## config.mk

```make
export PLATFORM = sky130hd
export DESIGN_NAME = utf8_bmp_char_decoder_core
export DESIGN_NICKNAME = d
export VERILOG_FILES = /design/src/rtl/utf8bd_pkg.sv /design/src/rtl/utf8_bmp_char_decoder_core.sv /design/src/rtl/utf8bd_front.sv /design/src/rtl/utf8bd_queue.sv /design/src/rtl/utf8bd_back.sv
export VERILOG_INCLUDE_DIRS = /design/src /design/src/rtl
export SDC_FILE = /design/constraint.sdc
export NUM_CORES = 1
export LEC_CHECK = 0
export BUFFER_PORTS_ARGS = -buffer_cell sky130_fd_sc_hd__buf_2
export CAP_MARGIN = 15
export CORE_MARGIN = 5
export CORE_UTILIZATION = 60
export DETAILED_ROUTE_END_ITERATION = 7
export HOLD_SLACK_MARGIN = 0.08
export PLACE_DENSITY = 0.9
export SYNTH_ARGS = -nofsm -noshare
export SYNTH_HDL_FRONTEND = slang
export SYNTH_SLANG_ARGS = --single-unit
```

## constraint.sdc

```tcl
create_clock -name i_clk -period 5.1 [get_ports i_clk]
set_input_delay 1.53 -clock i_clk [delete_from_list [all_inputs] [get_ports i_clk]]
set_output_delay 1.53 -clock i_clk [all_outputs]
set_load 0.01 [all_outputs]
```

## src/rtl/utf8_bmp_char_decoder_core_macros.svh

```systemverilog
// Assertion helpers shared by the decoder modules.
`ifndef UTF8_BMP_CHAR_DECODER_CORE_MACROS_SVH
`define UTF8_BMP_CHAR_DECODER_CORE_MACROS_SVH

// cond must never hold outside reset
`define U8BD_ASSERT_NEVER(label, cond, msg) \
    label: assert property (@(posedge i_clk) disable iff (!i_rst_n) !(cond)) \
        else $error(msg);

// ante at an edge implies cons at the same edge
`define U8BD_ASSERT_IMPLY(label, ante, cons, msg) \
    label: assert property (@(posedge i_clk) disable iff (!i_rst_n) (ante) |-> (cons)) \
        else $error(msg);

// ante at an edge implies cons at the next edge
`define U8BD_ASSERT_NEXT(label, ante, cons, msg) \
    label: assert property (@(posedge i_clk) disable iff (!i_rst_n) (ante) |=> (cons)) \
        else $error(msg);

`endif

```

## src/rtl/utf8bd_pkg.sv

```systemverilog
`default_nettype none

package utf8bd_pkg;

    localparam int QDepth = 4;
    localparam int QPtrW  = $clog2(QDepth);
    localparam int QCntW  = $clog2(QDepth + 1);

    localparam int AccumW = 21;

    typedef enum logic [2:0] {
        CLS_ASCII,
        CLS_LEAD2,
        CLS_LEAD3,
        CLS_LEAD4,
        CLS_CONT,
        CLS_BAD
    } t_byte_class;

    typedef enum logic [1:0] {
        ST_OK       = 2'd0,
        ST_BAD_LEAD = 2'd1,
        ST_BAD_CONT = 2'd2,
        ST_NON_BMP  = 2'd3
    } t_status;

    typedef struct packed {
        t_byte_class cls;
        logic [7:0]  data;
    } t_cls_item;

    typedef struct packed {
        logic [15:0] code_unit;
        t_status     status;
    } t_result;

endpackage

`default_nettype wire

```

## src/rtl/utf8_bmp_char_decoder_core.sv

```systemverilog
// UTF-8 to UTF-16 decoder for the Basic Multilingual Plane. Bytes go in through a queue-style
// port (push/full) and decoded code units come out through another (empty/pop); each result
// carries a status: 0 ok, 1 bad lead byte, 2 bad continuation byte, 3 code point above 0xFFFF.
// Only completed characters and errors produce a result; the offending byte of an error is
// consumed. Overlong forms are decoded as they stand. One byte is taken per clock while full is
// low; each accepted byte is classified and written into a four-entry queue, and the decode
// stage writes each result into a two-entry result buffer that feeds the result port. Full rises
// only when the result side has stalled long enough to fill both buffers.
`default_nettype none

module utf8_bmp_char_decoder_core
    import utf8bd_pkg::*;
(
    input  wire logic        i_clk,
    input  wire logic        i_rst_n,
    input  wire logic        push,
    output logic             full,
    input  wire logic [7:0]  i_data_byte,
    output logic             empty,
    input  wire logic        pop,
    output logic [15:0]      o_code_unit,
    output logic [1:0]       o_status
);

    t_cls_item front_item;
    t_cls_item q_item;
    logic      q_empty;
    logic      q_rd;

    utf8bd_front u_front (
        .i_data_byte (i_data_byte),
        .o_item      (front_item)
    );

    utf8bd_queue u_queue (
        .i_clk     (i_clk),
        .i_rst_n   (i_rst_n),
        .i_wr      (push),
        .i_wr_item (front_item),
        .o_full    (full),
        .i_rd      (q_rd),
        .o_rd_item (q_item),
        .o_empty   (q_empty)
    );

    utf8bd_back u_back (
        .i_clk        (i_clk),
        .i_rst_n      (i_rst_n),
        .i_item       (q_item),
        .i_item_empty (q_empty),
        .o_item_rd    (q_rd),
        .o_empty      (empty),
        .i_pop        (pop),
        .o_code_unit  (o_code_unit),
        .o_status     (o_status)
    );

endmodule

`default_nettype wire

```

## src/rtl/utf8bd_front.sv

```systemverilog
`default_nettype none

module utf8bd_front
    import utf8bd_pkg::*;
(
    input  wire logic [7:0] i_data_byte,
    output t_cls_item       o_item
);

    t_byte_class cls;

    always_comb begin
        if (i_data_byte[7] == 1'b0) begin
            cls = CLS_ASCII;
        end else if (i_data_byte[7:6] == 2'b10) begin
            cls = CLS_CONT;
        end else if (i_data_byte[7:5] == 3'b110) begin
            cls = CLS_LEAD2;
        end else if (i_data_byte[7:4] == 4'b1110) begin
            cls = CLS_LEAD3;
        end else if (i_data_byte[7:3] == 5'b11110) begin
            cls = CLS_LEAD4;
        end else begin
            cls = CLS_BAD;
        end
    end

    assign o_item.cls  = cls;
    assign o_item.data = i_data_byte;

endmodule

`default_nettype wire

```

## src/rtl/utf8bd_queue.sv

```systemverilog
`default_nettype none
`include "utf8_bmp_char_decoder_core_macros.svh"

module utf8bd_queue
    import utf8bd_pkg::*;
(
    input  wire logic      i_clk,
    input  wire logic      i_rst_n,
    input  wire logic      i_wr,
    input  wire t_cls_item i_wr_item,
    output logic           o_full,
    input  wire logic      i_rd,
    output t_cls_item      o_rd_item,
    output logic           o_empty
);

    t_cls_item              r_mem [QDepth];
    logic [QPtrW-1:0]       r_wr_ptr, n_wr_ptr;
    logic [QPtrW-1:0]       r_rd_ptr, n_rd_ptr;
    logic [QCntW-1:0]       r_cnt, n_cnt;
    logic                   wr_en, rd_en;

    assign o_full    = (r_cnt == QCntW'(QDepth));
    assign o_empty   = (r_cnt == '0);
    assign wr_en     = i_wr && !o_full;
    assign rd_en     = i_rd && !o_empty;
    assign o_rd_item = r_mem[r_rd_ptr];

    always_comb begin
        n_wr_ptr = wr_en ? r_wr_ptr + 1'b1 : r_wr_ptr;
        n_rd_ptr = rd_en ? r_rd_ptr + 1'b1 : r_rd_ptr;
        n_cnt    = r_cnt + QCntW'(wr_en) - QCntW'(rd_en);
    end

    always_ff @(posedge i_clk) begin
        if (!i_rst_n) begin
            r_wr_ptr <= '0;
            r_rd_ptr <= '0;
            r_cnt    <= '0;
        end else begin
            r_wr_ptr <= n_wr_ptr;
            r_rd_ptr <= n_rd_ptr;
            r_cnt    <= n_cnt;
        end
    end

    always_ff @(posedge i_clk) begin
        if (wr_en) begin
            r_mem[r_wr_ptr] <= i_wr_item;
        end
    end

    `U8BD_ASSERT_NEVER(a_q_cnt_range, r_cnt > QCntW'(QDepth), "queue count overrun")
    `U8BD_ASSERT_IMPLY(a_q_ptr_track, o_empty || o_full, r_wr_ptr == r_rd_ptr, "pointer mismatch")

endmodule

`default_nettype wire

```

## src/rtl/utf8bd_back.sv

```systemverilog
`default_nettype none
`include "utf8_bmp_char_decoder_core_macros.svh"

module utf8bd_back
    import utf8bd_pkg::*;
(
    input  wire logic         i_clk,
    input  wire logic         i_rst_n,
    input  wire t_cls_item    i_item,
    input  wire logic         i_item_empty,
    output logic              o_item_rd,
    output logic              o_empty,
    input  wire logic         i_pop,
    output logic [15:0]       o_code_unit,
    output logic [1:0]        o_status
);

    logic [1:0]        r_pending, n_pending;
    logic [AccumW-1:0] r_accum, n_accum;
    t_result           r_res [2];
    logic              r_res_wr, r_res_rd;
    logic [1:0]        r_res_cnt, n_res_cnt;

    logic              take, pop_en, emit;
    logic              lead4_take;
    t_result           res;
    logic [AccumW-1:0] acc_shift;

    assign pop_en     = i_pop && !o_empty;
    assign take       = !i_item_empty && (r_res_cnt != 2'd2);
    assign o_item_rd  = take;
    assign acc_shift  = {r_accum[AccumW-7:0], i_item.data[5:0]};
    assign lead4_take = take && r_pending == 2'd0 && i_item.cls == CLS_LEAD4;

    always_comb begin
        n_pending     = r_pending;
        n_accum       = r_accum;
        emit          = 1'b0;
        res.code_unit = '0;
        res.status    = ST_OK;
        if (take) begin
            if (r_pending == 2'd0) begin
                unique case (i_item.cls)
                    CLS_ASCII: begin
                        emit          = 1'b1;
                        res.code_unit = {8'h00, i_item.data};
                    end
                    CLS_LEAD2: begin
                        n_accum   = AccumW'(i_item.data[4:0]);
                        n_pending = 2'd1;
                    end
                    CLS_LEAD3: begin
                        n_accum   = AccumW'(i_item.data[3:0]);
                        n_pending = 2'd2;
                    end
                    CLS_LEAD4: begin
                        n_accum   = AccumW'(i_item.data[2:0]);
                        n_pending = 2'd3;
                    end
                    default: begin
                        n_accum    = '0;
                        emit       = 1'b1;
                        res.status = ST_BAD_LEAD;
                    end
                endcase
            end else if (i_item.cls != CLS_CONT) begin
                n_pending  = 2'd0;
                n_accum    = '0;
                emit       = 1'b1;
                res.status = ST_BAD_CONT;
            end else if (r_pending != 2'd1) begin
                n_accum   = acc_shift;
                n_pending = r_pending - 2'd1;
            end else begin
                n_accum   = '0;
                n_pending = 2'd0;
                emit      = 1'b1;
                if (|acc_shift[AccumW-1:16]) begin
                    res.status = ST_NON_BMP;
                end else begin
                    res.code_unit = acc_shift[15:0];
                end
            end
        end
        n_res_cnt = r_res_cnt + 2'(emit) - 2'(pop_en);
    end

    always_ff @(posedge i_clk) begin
        if (!i_rst_n) begin
            r_pending <= '0;
            r_accum   <= '0;
            r_res_wr  <= 1'b0;
            r_res_rd  <= 1'b0;
            r_res_cnt <= '0;
        end else begin
            r_pending <= n_pending;
            r_accum   <= n_accum;
            r_res_cnt <= n_res_cnt;
            if (emit) begin
                r_res_wr <= ~r_res_wr;
            end
            if (pop_en) begin
                r_res_rd <= ~r_res_rd;
            end
        end
    end

    always_ff @(posedge i_clk) begin
        if (emit) begin
            r_res[r_res_wr] <= res;
        end
    end

    assign o_empty     = (r_res_cnt == 2'd0);
    assign o_code_unit = r_res[r_res_rd].code_unit;
    assign o_status    = r_res[r_res_rd].status;

    `U8BD_ASSERT_NEVER(a_res_cnt_range, r_res_cnt == 2'd3, "result buffer overrun")
    `U8BD_ASSERT_IMPLY(a_idle_accum_clear, r_pending == 2'd0, r_accum == '0, "stale accumulator")
    `U8BD_ASSERT_NEXT(a_lead_sets_pending, lead4_take, r_pending == 2'd3, "four-byte lead lost")

endmodule

`default_nettype wire

```

# After elaboration in Yosys (flattened, before gate mapping)
# Memories as Yosys holds them, arrays and structs flattened. A register that Yosys moved wholly into a read port is not among the register bits.
# Cells that the tools add are included.
# op_classes
add_sub_neg	7
mul	0
div_mod_pow	0
order_cmp	0
n_eq_ne	13
n_shift	0
muxes	35
bitwise	2
n_reduce_logical	16
# op_table
cell	count
15-bit one-hot mux with 4 select lines	1
18-bit 2-to-1 mux	3
15-bit 2-to-1 mux	3
16-bit 2-to-1 mux	2
3-bit 2-to-1 mux	5
2-bit 2-to-1 mux	7
1-bit 2-to-1 mux	12
8-bit 2-to-1 mux	1
3-bit by 2-bit == test with 1-bit output, second input constant	2
3-bit == test, second input constant	2
3-bit logical NOT	2
2-bit one-hot mux with 3 select lines	1
5-bit == test, second input constant	1
5-bit OR reduction	1
2-bit by 1-bit adder with 2-bit output, second input constant	2
4-bit == test, second input constant	1
1-bit logical AND	4
2-bit logical NOT	2
2-bit inequality test, second input constant	2
4-bit by 3-bit inequality test with 1-bit output, second input constant	1
2-bit AND reduction	2
4-bit OR reduction	1
3-bit by 1-bit adder with 3-bit output	1
3-bit by 1-bit == test with 1-bit output, second input constant	1
other kinds (10)	13
# totals
register_bits	28
latch_bits	0
mem_bits_rw	80
mem_bits_ro	0
input_bits	12
out_inout_bits	20
word_cells	83
memories	2
# memory_table
memory	depth	word_bits	rd	rd_clocked_by_memory_dff	wr	line_no	source
u_queue.r_mem	4	11	1	1	1	utf8bd_queue.sv:17	t_cls_item r_mem [QDepth];
u_back.r_res	2	18	1	1	1	utf8bd_back.sv:20	t_result r_res [2];

# Logic depth before layout (Yosys ltp)
# Gate-level depths: netlist (run 1).
# logic_depth
ltp_word	7
depth_mapped	13
ltp_nobuf	11

# By module
# A second synthesis (run 1) with hierarchy kept.
# unflattened
hier_cells	337
area_unflattened_um2	4773.3
# modules_own_cells
mod	instances	cells_each	area_per_inst_um2	seq_area_each_um2
utf8bd_back	1	214	2601.2	1521.5
utf8bd_queue	1	108	2077.0	1501.4
utf8bd_front	1	15	95.1	0.0

# Worst setup path after synthesis (run 1)
# No wires, ideal clock.
# synth_path
kind	input -> register
startpoint	in push
endpoint	reg u_queue.r_cnt[2]
setup_time_ns	0.115
t_arrival_ns	2.823
t_required_ns	4.985
path_slack_ns	2.162
stages	8
path_buffers	1
cell_sequence	nor2b_1 clkbuf_1 ha_1 inv_1 fa_1 xnor2_1 xnor2_1 and2_1
# synth_between
elab_chain_len	3
# synth_lines
element	line_no	source
from (decl)	utf8_bmp_char_decoder_core.sv:16	input wire logic push,
1-bit logical AND	utf8bd_queue.sv:25	assign wr_en = i_wr && !o_full;
named net u_queue.wr_en	utf8bd_queue.sv:21	logic wr_en, rd_en;
3-bit by 1-bit adder with 3-bit output	utf8bd_queue.sv:32	n_cnt = r_cnt + QCntW'(wr_en) - QCntW'(rd_en);
3-bit by 1-bit subtractor with 3-bit output	utf8bd_queue.sv:32	
to (signal assigned)	utf8bd_queue.sv:43	r_cnt <= n_cnt;
to (decl)	utf8bd_queue.sv:20	logic [QCntW-1:0] r_cnt, n_cnt;
# The timed path passes the listed nets, and every way through them passes these cells.
# A chain may end at the register's enable or synchronous reset.

==> qor.txt, run 1 <==
CP Max Fanout: 18
Cts bufs inserted: 9
Core footprint: 7607 um^2
Synth Warn #: 0
Syn Nets: 313
Initial Utilization: 60.38%
Total grt overflow: 0
Port Buffers: 31
Detailed Route WL: 7.201 mm
Area Growth Syn to Fin: 9.534%
Minimum clock period: 3279 ps
Syn Area/Cell: 15.78 um^2
Internal: 1.889 mW
RSZ-0062 raised after global routing: false
Max Clk Rate: 304.9 MHz
Power Dens Cells: 555.5 nW/um^2
Largest net degree at the start of global routing: 20
Critical path class: reg -> out
Total negative slack: 0 ps
Global placer's final weighted congestion: 0.8013
Clock root cell: clkbuf_8
DR iter-0 viols: 128
Sw frac: 32.42%
Post-CTS Resized: 0
Die Area: 9505 um^2
Setup repair bufs after CTS: 0
Sequential share of power: 47.4%
Asr flop ratio synth: 0%
Length in cells of the worst reg-to-reg path: 5
Worst setup EP type: primary output
Clock Power Share: 19.5%
MaxCap Viol Count: 0
CTS sink count: 111
Post-cts hold buffer count: 0
Status: finished clean
Remaining DRCs: 0
Top-area cell type share of the netlist area: 52.30%
Routed wire per std cell: 16.79 um
Vias in the first global route: 2430
# rows: 32
Worst IR Drop VDD: 242.9 uV
N_diodes: 0
Total track usage: 16.19%
Top post-synthesis cells by area: edfxtp_1 (52%), dfxtp_1 (14%), mux4_1 (5.7%)
Final worst slack: 1821 ps
Clock Path Buffers: 2
TritonCTS clock tree: built
Worst Tran Pin Value: 774.3 ps
Die height: 97.50 um
Synth Instances: 291
Via/cell ratio: 5.643
Clk pin slew, worst setup/hold paths: 100 ps
Worst path required time: 3570 ps
Pre-antenna DRT Iters: 4
Post-synthesis cell type count: 48
EDFF count, synth: 80
Clk Latency, worst-skew pair: 370 ps
Final setup violation count: 0
CTS H-tree depth: 3
Hpwl dp: 4.895 mm
Die W: 97.50 um
Final Slew Violations: 0
Final Hold Fails: 0
Worst Setup Start Kind: register
Worst Path Arrival: 1750 ps
DRT antenna net count: 0
Vias: 2421
Final period util: 64.30%
Antenna violations before repair: 0
Clk_skew: 16.74 ps
Ys flop type: edfxtp_1
Share of cells above drive strength 1: 25.69%
Nets@finish: 344
First-pass GRT wire length: 12.17 mm
Hold crit path type: reg -> reg
Dpl ws: 1930 ps
Combinational share of power: 33.1%
Synth area leader: edfxtp_1
Switching pwr: 0.9062 mW
Synth Register Bits: 111
Hold Crit Depth: 1
Worst slew margin: 48.31%
Mapped Area: 4593 um^2
Sequential area share after synthesis: 65.81%
LEAKAGE: 1.872 nW
Io pins: 32
[worst max-delay path: stages (launching register included)]
cell	delay, ps
dfxtp_1	830
mux2_2	420
buf_2	140
[logic make-up after synthesis]
| kind of cell | after synthesis | synth area share (%) |
|---|---|---|
| AO/OA/AOI/OAI | 40 | 7.655 |
| adder cells (fa/ha/maj) | 10 | 2.888 |
| buffers and inverters | 26 | 2.805 |
| multiplexers | 30 | 10.84 |
| XOR/XNOR | 9 | 1.716 |
| AND/OR/NAND/NOR | 65 | 8.281 |
| flip-flops | 111 | 65.81 |
[power by group through the flow]
stage          registers [mW]  logic [mW]  clock network, mW
2_1_floorplan            1.29       0.751                  0
3_3_place_gp             1.34       0.893                  0
3_5_place_dp             1.35       0.932                  0
4_1_cts                  1.33       0.936              0.556
5_1_grt                  1.35        1.03              0.594
6_report                 1.33       0.925              0.544
[placed cells by master, fill, tap and decap left out, types with 3 or more instances in the layout]
cell type,instances
nand2_1,7
o21ai_0,3
mux4_1,10
o211a_1,3
dfxtp_1,31
edfxtp_1,80
ha_1,9
inv_1,13
xnor2_1,9
clkbuf_8,10
nor2_1,11
nor2b_1,9
and2_1,19
mux2_2,18
a21oi_1,3
a22o_2,12
and3_1,8
buf_2,31
[routing by layer]
layer	GRT usage, %	vias to the layer above	share of wire [%]
li1	-	1162	-
met1	20.98	1201	43
met2	26.57	49	51
met3	3.446	9	4.1
met4	6.709	0	1.6
met5	0	-	0
[final timing paths]
kind,from,endpoint,slack (ps)
hold / removal,u_back.r_accum[14],u_back.r_accum[14],490
hold reg to reg,u_back.r_accum[14],u_back.r_accum[14],490
setup reg to reg,register,u_back.r_res[0][12],2280
setup / recovery,register,o_code_unit[4],1820
[cell usage after synthesis (all sizes together) (3+ instances only)]
cell type	number
nor2	13
nor2b	9
clkbuf	7
xnor2	9
nand2	7
edfxtp	80
ha	9
mux2	18
mux4	11
o21ai	3
and2	19
and3	8
a21oi	3
o21a	3
inv	13
o211a	3
a22o	13
buf	6
dfxtp	31
[state kept, by name (all words and copies together) (netlist names), named ones only]
| signal | flops |
|---|---|
| u_back.r_res_wr | 1 |
| u_queue.r_rd_ptr | 2 |
| u_back.r_res_cnt | 2 |
| u_queue.r_wr_ptr | 2 |
| u_queue.r_mem | 44 |
| u_queue.r_cnt | 3 |
| u_back.r_res_rd | 1 |
| u_back.r_res | 36 |
| u_back.r_pending | 2 |
| u_back.r_accum | 15 |
[stage by stage]
stage	total power, mW	util, %	instances	hold slack (ps)	area, um^2
final	2.795	66.13	429	493.8	5031
after global placement	2.228	63.24	413	457.6	4811
after CTS	2.822	66.13	429	490.8	5031
after floorplan	2.037	-	291	440.0	4593
after global routing	2.975	66.13	429	522.4	5031
after detailed placement	2.281	63.24	413	466.9	4811
[layout make-up]
type | count | area [um^2]
flip-flops and latches | 111 | 3023
fillers | 511 | 2576
multi-input cells | 154 | 1441
clock buffers | 13 | 191.4
repair buffers | 33 | 170.2
well taps | 102 | 127.6
inverters | 13 | 48.80
clock inverters | 3 | 28.78
(Power assumes the default switching activity.)
==> run 2, diff against run 1 <==
--- a/config.mk
+++ b/config.mk
@@ -6,13 +6,14 @@
 export SDC_FILE = /design/constraint.sdc
 export NUM_CORES = 1
 export LEC_CHECK = 0
+export ABC_AREA = 1
 export BUFFER_PORTS_ARGS = -buffer_cell sky130_fd_sc_hd__buf_2
 export CAP_MARGIN = 15
 export CORE_MARGIN = 5
-export CORE_UTILIZATION = 60
+export CORE_UTILIZATION = 54
 export DETAILED_ROUTE_END_ITERATION = 7
 export HOLD_SLACK_MARGIN = 0.08
-export PLACE_DENSITY = 0.9
+export PLACE_DENSITY = 0.86
 export SYNTH_ARGS = -nofsm -noshare
 export SYNTH_HDL_FRONTEND = slang
 export SYNTH_SLANG_ARGS = --single-unit
==> constraint.sdc (replaced) <==
create_clock -name i_clk -period 2.94 [get_ports i_clk]
set_input_delay 0.882 -clock i_clk [delete_from_list [all_inputs] [get_ports i_clk]]
set_output_delay 0.882 -clock i_clk [all_outputs]
set_load 0.01 [all_outputs]
==> run 2 against run 1 <==
  * First-iteration DRC count is 47% higher
  * Worst hold slack worse by 23 ps
  * Sequential share of layout area decreased by 2.0 points
  * Wire length is 18% higher
  * Count of clock-buffer cells in the layout down 4
  * Via count rose by 26%
  * Combinational power increased by 120%
  * Synthesized area grew 3.0%
  * Clock power grew 61%
  * Synthesized cell count rose by 48%
  * Register-to-register slack worse by 1800 ps
  * Die area increased by 13%
  * Critical path type is now reg -> reg
  * Critical endpoint is now u_queue.r_cnt[2]
  * Largest power group unchanged
==> qor.txt, run 2 <==
Io pins: 32 (unchanged)
Top-area cell type share of the netlist area: 50.78% (-1.5 points)
Clk Latency, worst-skew pair: 380 ps (about the same)
Post-synthesis cell type count: 37 (-23%)
Vias in the first global route: 3032 (+25%)
Detailed Route WL: 8.500 mm (+18%)
Most frequent cells in the layout: nand2_1 (87), edfxtp_1 (80), nor2_1 (48)
Hpwl dp: 6.010 mm (+23%)
Post-CTS Resized: 0 (unchanged)
Core footprint: 8636 um^2 (+14%)
MaxCap Viol Count: 0 (unchanged)
Met2 wire len: 4.374 mm (+18%)
Cts bufs inserted: 9 (unchanged)
DR iter-0 viols: 188 (+47%)
Syn Nets: 452 (+44%)
Synth top cells by count: nand2_1 (87), edfxtp_1 (80), nor2_1 (48), inv_1 (36), a21oi_1 (33)
Hold crit path type: reg -> reg
Status: finished clean
Worst Path Arrival: 2760 ps (+1010 ps)
Initial Utilization: 54.78% (-5.6 points)
Commonest non-fill, non-tap cell in the layout: nand2_1
Routed wire per std cell: 14.63 um (-13%)
CTS H-tree depth: 3 (unchanged)
Worst Setup Start Kind: register
Area Growth Syn to Fin: 10.10%
Setup repair bufs after CTS: 0 (unchanged)
RSZ-0062 raised after global routing: false
Final setup violation count: 0 (unchanged)
Die Area: 10730 um^2 (+13%)
CTS sink count: 111 (unchanged)
Total negative slack: 0 ps (unchanged)
Ys flop type: edfxtp_1
Clk pin slew, worst setup/hold paths: 110 ps (about the same)
Remaining DRCs: 0 (unchanged)
Worst R2R Setup Slack: 450 ps (-1830 ps)
Top reg by flops: u_queue.r_mem
Via/cell ratio: 5.236 (-7.2%)
Nets@finish: 490 (+42%)
Syn Area/Cell: 11.00 um^2 (-30%)
Antenna violations before repair: 0 (unchanged)
Max Clk Rate: 401.1 MHz
Asr flop ratio synth: 0% (unchanged)
Worst path required time: 3210 ps (-360 ps)
Die W: 103.6 um (+6.3%)
Vias: 3042 (+26%)
Share of cells above drive strength 1: 21.35% (-4.3 points)
Hold WS: 470.3 ps (-23.42 ps)
EDFF count, synth: 80 (unchanged)
Synth Register Bits: 111 (unchanged)
CP most frequent cell: inv_1
Worst setup EP type: register
Crit path to: u_queue.r_cnt[2]
TritonCTS clock tree: built
Top post-synthesis cells by area: edfxtp_1 (51%), dfxtp_1 (13%), nand2_1 (6.9%)
Post-cts hold buffer count: 0 (unchanged)
First-pass GRT wire length: 14.44 mm (+19%)
Critical Path Max Stage Delay: 450 ps (-380 ps)
Global placer's final weighted congestion: 0.8627 (+7.7%)
FF-to-FF End: u_queue.r_cnt[2]
Dpl ws: 486.9 ps (-1443 ps)
CP Max Fanout: 17 (-1)
Finished Core Util: 60.32% (-5.8 points)
N_diodes: 0 (unchanged)
Wl on met1: 3.523 mm (+14%)
Final Slew Violations: 0 (unchanged)
Pre-antenna DRT Iters: 4 (unchanged)
Total track usage: 16.40% (+0.21 points)
Worst Tran Pin Value: 563.0 ps (-211.2 ps)
Minimum clock period: 2493 ps
Biggest regs: u_queue.r_mem: 44 flops, u_back.r_res: 36 flops, u_back.r_accum: 15 flops
Synth Instances: 430 (+48%)
Worst slew margin: 62.21% (+14 points)
CP Cell Sequence: inv_1 -> o21ai_1 -> inv_2 -> ha_1 -> inv_1 -> ha_1 -> inv_1 -> fa_1 -> o21ai_0 -> a21oi_1
Critical path class: reg -> reg
R2R Path Start: u_back.r_res_cnt[1]
Metal3 WL: 423 um (+45%)
Most numerous cell in the Yosys netlist: nand2_1
Max reg flops: 44 (unchanged)
Power Dens Cells: 992.9 nW/um^2 (+79%)
Worst setup path start: u_back.r_res_cnt[1]
Synth area leader: edfxtp_1
Clk_skew: 11.54 ps (-5.200 ps)
Final Hold Fails: 0 (unchanged)
Die height: 103.6 um (+6.3%)
Worst IR Drop VDD: 381.7 uV (+57%)
Largest net degree at the start of global routing: 23 (+15%)
DRT antenna net count: 0 (unchanged)
Clock Path Buffers: 2 (unchanged)
Port Buffers: 31 (unchanged)
Top Metal Used: met4
Synth Warn #: 0 (unchanged)
Total grt overflow: 0 (unchanged)
Final worst slack: 446.9 ps (-1374 ps)
Mapped Area: 4731 um^2 (+3.0%)
Worst path slowest cell: o21ai_1
Length in cells of the worst reg-to-reg path: 10 (+5)
Sequential area share after synthesis: 63.90% (-1.9 points)
Final period util: 84.80%
LEAKAGE: 2.026 nW (+8.2%)
# rows: 34 (+6.3%)
Clock root cell: clkbuf_8
## run 2: per-layer routing
layer	vias up	GRT usage (%)
li1	1525	-
met1	1425	19.83
met2	80	28.14
met3	12	3.483
met4	0	7.123
met5	-	0
## run 2: worst max-delay path: cells and delay by family (launching register included)
kind            cells  cell delay (ps)
compound gates      3              680
fa+ha+maj           3              840
buf+inv             4              440
flops               1              400
## run 2: power by group
part / internal [mW] / leakage, nW / switching, mW / total, mW
Combinational: 0.699 / 0.924 / 1.34 / 2.04
Clock: 0.335 / 0.101 / 0.540 / 0.875
Sequential: 2.12 / 1.00 / 0.143 / 2.26
Total: 3.15 / 2.03 / 2.02 / 5.17
## run 2: area by class of cell
| type | instances | area, um^2 |
|---|---|---|
| clock buffer | 9 | 123.9 |
| clock inverter | 7 | 70.07 |
| fill | 679 | 3427 |
| inverter | 44 | 165.2 |
| multi-input combinational | 263 | 1476 |
| sequential | 111 | 3023 |
| tap | 108 | 135.1 |
| timing repair buffer | 39 | 215.2 |
## run 2: worst min path at each step
stage | end | slack (ps) | cells after the start | start
CTS | register | 470 | 1 | u_back.r_res_rd
detailed placement | u_back.r_res_rd | 450 | 1 | u_back.r_res_rd
floorplan | register | 430 | 1 | u_back.r_res_rd
global placement | u_back.r_res_rd | 440 | 1 | u_back.r_res_rd
finish | register | 470 | 1 | u_back.r_res_rd
global route | register | 490 | 1 | u_back.r_res_rd
## run 2: cells by family after synthesis
family | count (synthesis) | share of synthesized area, %
xor gates and xnor gates | 2 | 0.3703
adders and majority gates | 10 | 2.804
DFF | 111 | 63.90
and+or+nand+nor | 178 | 17.35
buffers and inverters | 56 | 4.893
muxes | 18 | 4.284
AOI/OAI and AO/OA | 55 | 6.401
## run 2: per-stage QoR
| step | std cells | total power, mW | instance area [um^2] |
|---|---|---|---|
| after global routing | 581 | 5.555 | 5209 |
| final | 581 | 5.172 | 5209 |
| after global placement | 565 | 4.230 | 5015 |
| after floorplan | 430 | 3.802 | 4731 |
| after CTS | 581 | 5.217 | 5209 |
| after detailed placement | 565 | 4.336 | 5015 |
==> run 3, diff against run 2 <==
--- a/config.mk
+++ b/config.mk
@@ -10,10 +10,10 @@
 export BUFFER_PORTS_ARGS = -buffer_cell sky130_fd_sc_hd__buf_2
 export CAP_MARGIN = 15
 export CORE_MARGIN = 5
-export CORE_UTILIZATION = 54
+export CORE_UTILIZATION = 60
 export DETAILED_ROUTE_END_ITERATION = 7
 export HOLD_SLACK_MARGIN = 0.08
-export PLACE_DENSITY = 0.86
+export PLACE_DENSITY = 0.9
 export SYNTH_ARGS = -nofsm -noshare
 export SYNTH_HDL_FRONTEND = slang
 export SYNTH_SLANG_ARGS = --single-unit
==> constraint.sdc (replaced) <==
create_clock -name i_clk -period 2.37 [get_ports i_clk]
set_input_delay 0.711 -clock i_clk [delete_from_list [all_inputs] [get_ports i_clk]]
set_output_delay 0.711 -clock i_clk [all_outputs]
set_load 0.01 [all_outputs]
==> run 3 against run 2 <==
  * Worst hold slack got worse by 6.3 ps
  * Count of clock-buffer cells in the layout rose by 2
  * Clock skew fell by 6.4 ps
  * Design area rose by 0.65%
  * Cell count fell by 0.34%
  * Largest cell class unchanged
==> qor.txt, run 3 (synthesized netlist as in run 2, its figures left out) <==
Status: finished clean
Nets@finish: 494 (+0.82%)
Pwr Total: 6.542 mW (+27%)
Critical Path Max Stage Delay: 360 ps (-90 ps)
Hpwl dp: 5.914 mm (-1.6%)
Top reg by flops: u_queue.r_mem
CTS sink count: 111 (unchanged)
Worst Setup Start Kind: register
Vias in the first global route: 3128 (+3.2%)
Post-CTS Resized: 0 (unchanged)
Global placer's final weighted congestion: 0.9076 (+5.2%)
Worst setup EP type: register
N_diodes: 0 (unchanged)
Clk pin slew, worst setup/hold paths: 90 ps (-20 ps)
RSZ-0062 raised after global routing: false
Biggest regs: u_queue.r_mem: 44 flops, u_back.r_res: 36 flops, u_back.r_accum: 15 flops
Initial Utilization: 61.54% (+6.8 points)
Commonest non-fill, non-tap cell in the layout: nand2_1
Worst path required time: 2420 ps (-790 ps)
Worst Hold End: u_back.r_res_rd
Remaining DRCs: 0 (unchanged)
Grt peak-use layer: met2
Most frequent cells in the layout: nand2_1 (87), edfxtp_1 (80), nor2_1 (47)
Clk Latency, worst-skew pair: 360 ps (-20 ps)
Hold crit path type: reg -> reg
DRT antenna net count: 0 (unchanged)
Cts bufs inserted: 9 (unchanged)
Hold_sp: u_back.r_res_rd
MaxCap Viol Count: 0 (unchanged)
CTS H-tree depth: 3 (unchanged)
Cell family with most CP delay: simple AND/OR/NAND/NOR gates
Port Buffers: 31 (unchanged)
Detailed Route WL: 8.525 mm (+0.29%)
Die height: 98.80 um (-4.6%)
Total track usage: 18.19% (+1.8 points)
Length in cells of the worst reg-to-reg path: 10 (unchanged)
Total grt overflow: 0 (unchanged)
Vias: 3127 (+2.8%)
Met3 usage: 3.185% (-0.30 points)
Area Growth Syn to Fin: 10.82%
Setup repair bufs after CTS: 0 (unchanged)
Met2 Track Usage GR: 33.42% (+5.3 points)
M1 GR Usage: 20.57% (+0.75 points)
TritonCTS clock tree: built
Worst Path Arrival: 2190 ps (-570 ps)
Post-cts hold buffer count: 0 (unchanged)
Largest net degree at the start of global routing: 23 (unchanged)
Via/cell ratio: 5.401 (+3.1%)
Power Dens Cells: 1248 nW/um^2 (+26%)
Pre-antenna DRT Iters: 5 (+1)
Max Clk Rate: 467.6 MHz (+17%)
Final Slew Violations: 0 (unchanged)
Clock root cell: clkbuf_8
CP Cell Sequence: buf_4 -> nand2_1 -> nand3_1 -> nand2_4 -> nand3b_1 -> nand3_1 -> nand2_1 -> nand3_1 -> inv_1 -> buf_4
Total negative slack: 0 ps (unchanged)
Layout filler cell count: 572 (-16%)
Critical path class: reg -> reg
Worst R2R Setup Slack: 230 ps (-220 ps)
LEAKAGE: 2.039 nW (+0.62%)
Share of cells above drive strength 1: 21.59% (+0.24 points)
Area of the multi-input gates: 1479 um^2 (+0.17%)
Clock Path Buffers: 2 (unchanged)
Final instance area: 5243 um^2 (+0.65%)
Worst Tran Pin Value: 518.8 ps (-44.20 ps)
Register Area: 3023 um^2 (unchanged)
Final setup violation count: 0 (unchanged)
Inst Count DP: 563 (-0.35%)
Core footprint: 7687 um^2 (-11%)
Placed Instance Area: 5052 um^2 (+0.75%)
Worst IR Drop VDD: 496.4 uV (+30%)
DR iter-0 viols: 178 (-5.3%)
Antenna violations before repair: 0 (unchanged)
Die W: 98.80 um (-4.6%)
Worst path slowest cell: dfxtp_1
Finished Layout Cells: 579 (-0.34%)
FF-to-FF End: u_back.r_res[1][9]
Die Area: 9760 um^2 (-9.1%)
Max reg flops: 44 (unchanged)
Worst Path Buf+Inv: 3 (-1)
CP most frequent cell: nand3_1
CP Max Fanout: 22 (+5)
Hold Crit Depth: 1 (unchanged)
# rows: 32 (-5.9%)
First-pass GRT wire length: 14.08 mm (-2.5%)
Routed wire per std cell: 14.72 um (+0.64%)
Clk_skew: 5.172 ps (-6.368 ps)
WP depth: 10 (unchanged)
Minimum clock period: 2138 ps (-354.7 ps)
Worst slew margin: 65.10% (+2.9 points)
Final period util: 90.23% (+5.4 points)
Final Hold Fails: 0 (unchanged)
Io pins: 32 (unchanged)
[run 3: power by group]
group          switching, mW  internal, mW  leakage (nW)  total [mW]
sequential             0.167          2.63          1.00        2.79
combinational           1.71         0.960         0.947        2.67
clock                  0.590         0.490        0.0912        1.08
total                   2.47          4.08          2.04        6.54
[run 3: worst max path at each step]
| stage | endpoint | slack [ps] |
|---|---|---|
| 4_1_cts | o_status[0] | 220 |
| 3_5_place_dp | u_back.r_res[1][4] | 260 |
| 2_1_floorplan | u_queue.r_cnt[2] | 120 |
| 5_1_grt | u_back.r_res[1][3] | 70 |
| 6_report | u_back.r_res[1][9] | 230 |
| 3_3_place_gp | u_back.r_res[1][6] | 370 |
[run 3: cell type report]
class                   count  share of cell area, %
clock buffers              11                  2.506
clock inverters             5                  1.122
inverters                  44                  3.150
multi-input cells         263                  28.21
flip-flops and latches    111                  57.66
well taps                 102                  2.434
repair buffers             43                  4.916
[run 3: stage by stage]
| step | setup WS (ps) | util (%) | hold WS [ps] |
|---|---|---|---|
| floorplan | 122.7 | - | 425.8 |
| global placement | 365.1 | 65.72 | 437.0 |
| detailed placement | 260.3 | 65.72 | 447.3 |
| CTS | 218.3 | 68.20 | 473.0 |
| global route | 71.59 | 68.20 | 485.4 |
| finish | 231.6 | 68.20 | 464.1 |
[run 3: worst reg2reg max path, stage by stage, from the launching register on]
cell and delay, ps:
dfxtp_1 360, buf_4 250, nand2_1 110, nand3_1 140
nand2_4 80, nand3b_1 130, nand3_1 180, nand2_1 150
nand3_1 70, inv_1 80, buf_4 260
[run 3: per-layer routing]
metal / vias to the layer above / share of wire [%]
li1: 1527 / -
met1: 1482 / 39
met2: 97 / 53
met3: 21 / 5.3
met4: 0 / 2.3
met5: - / 0
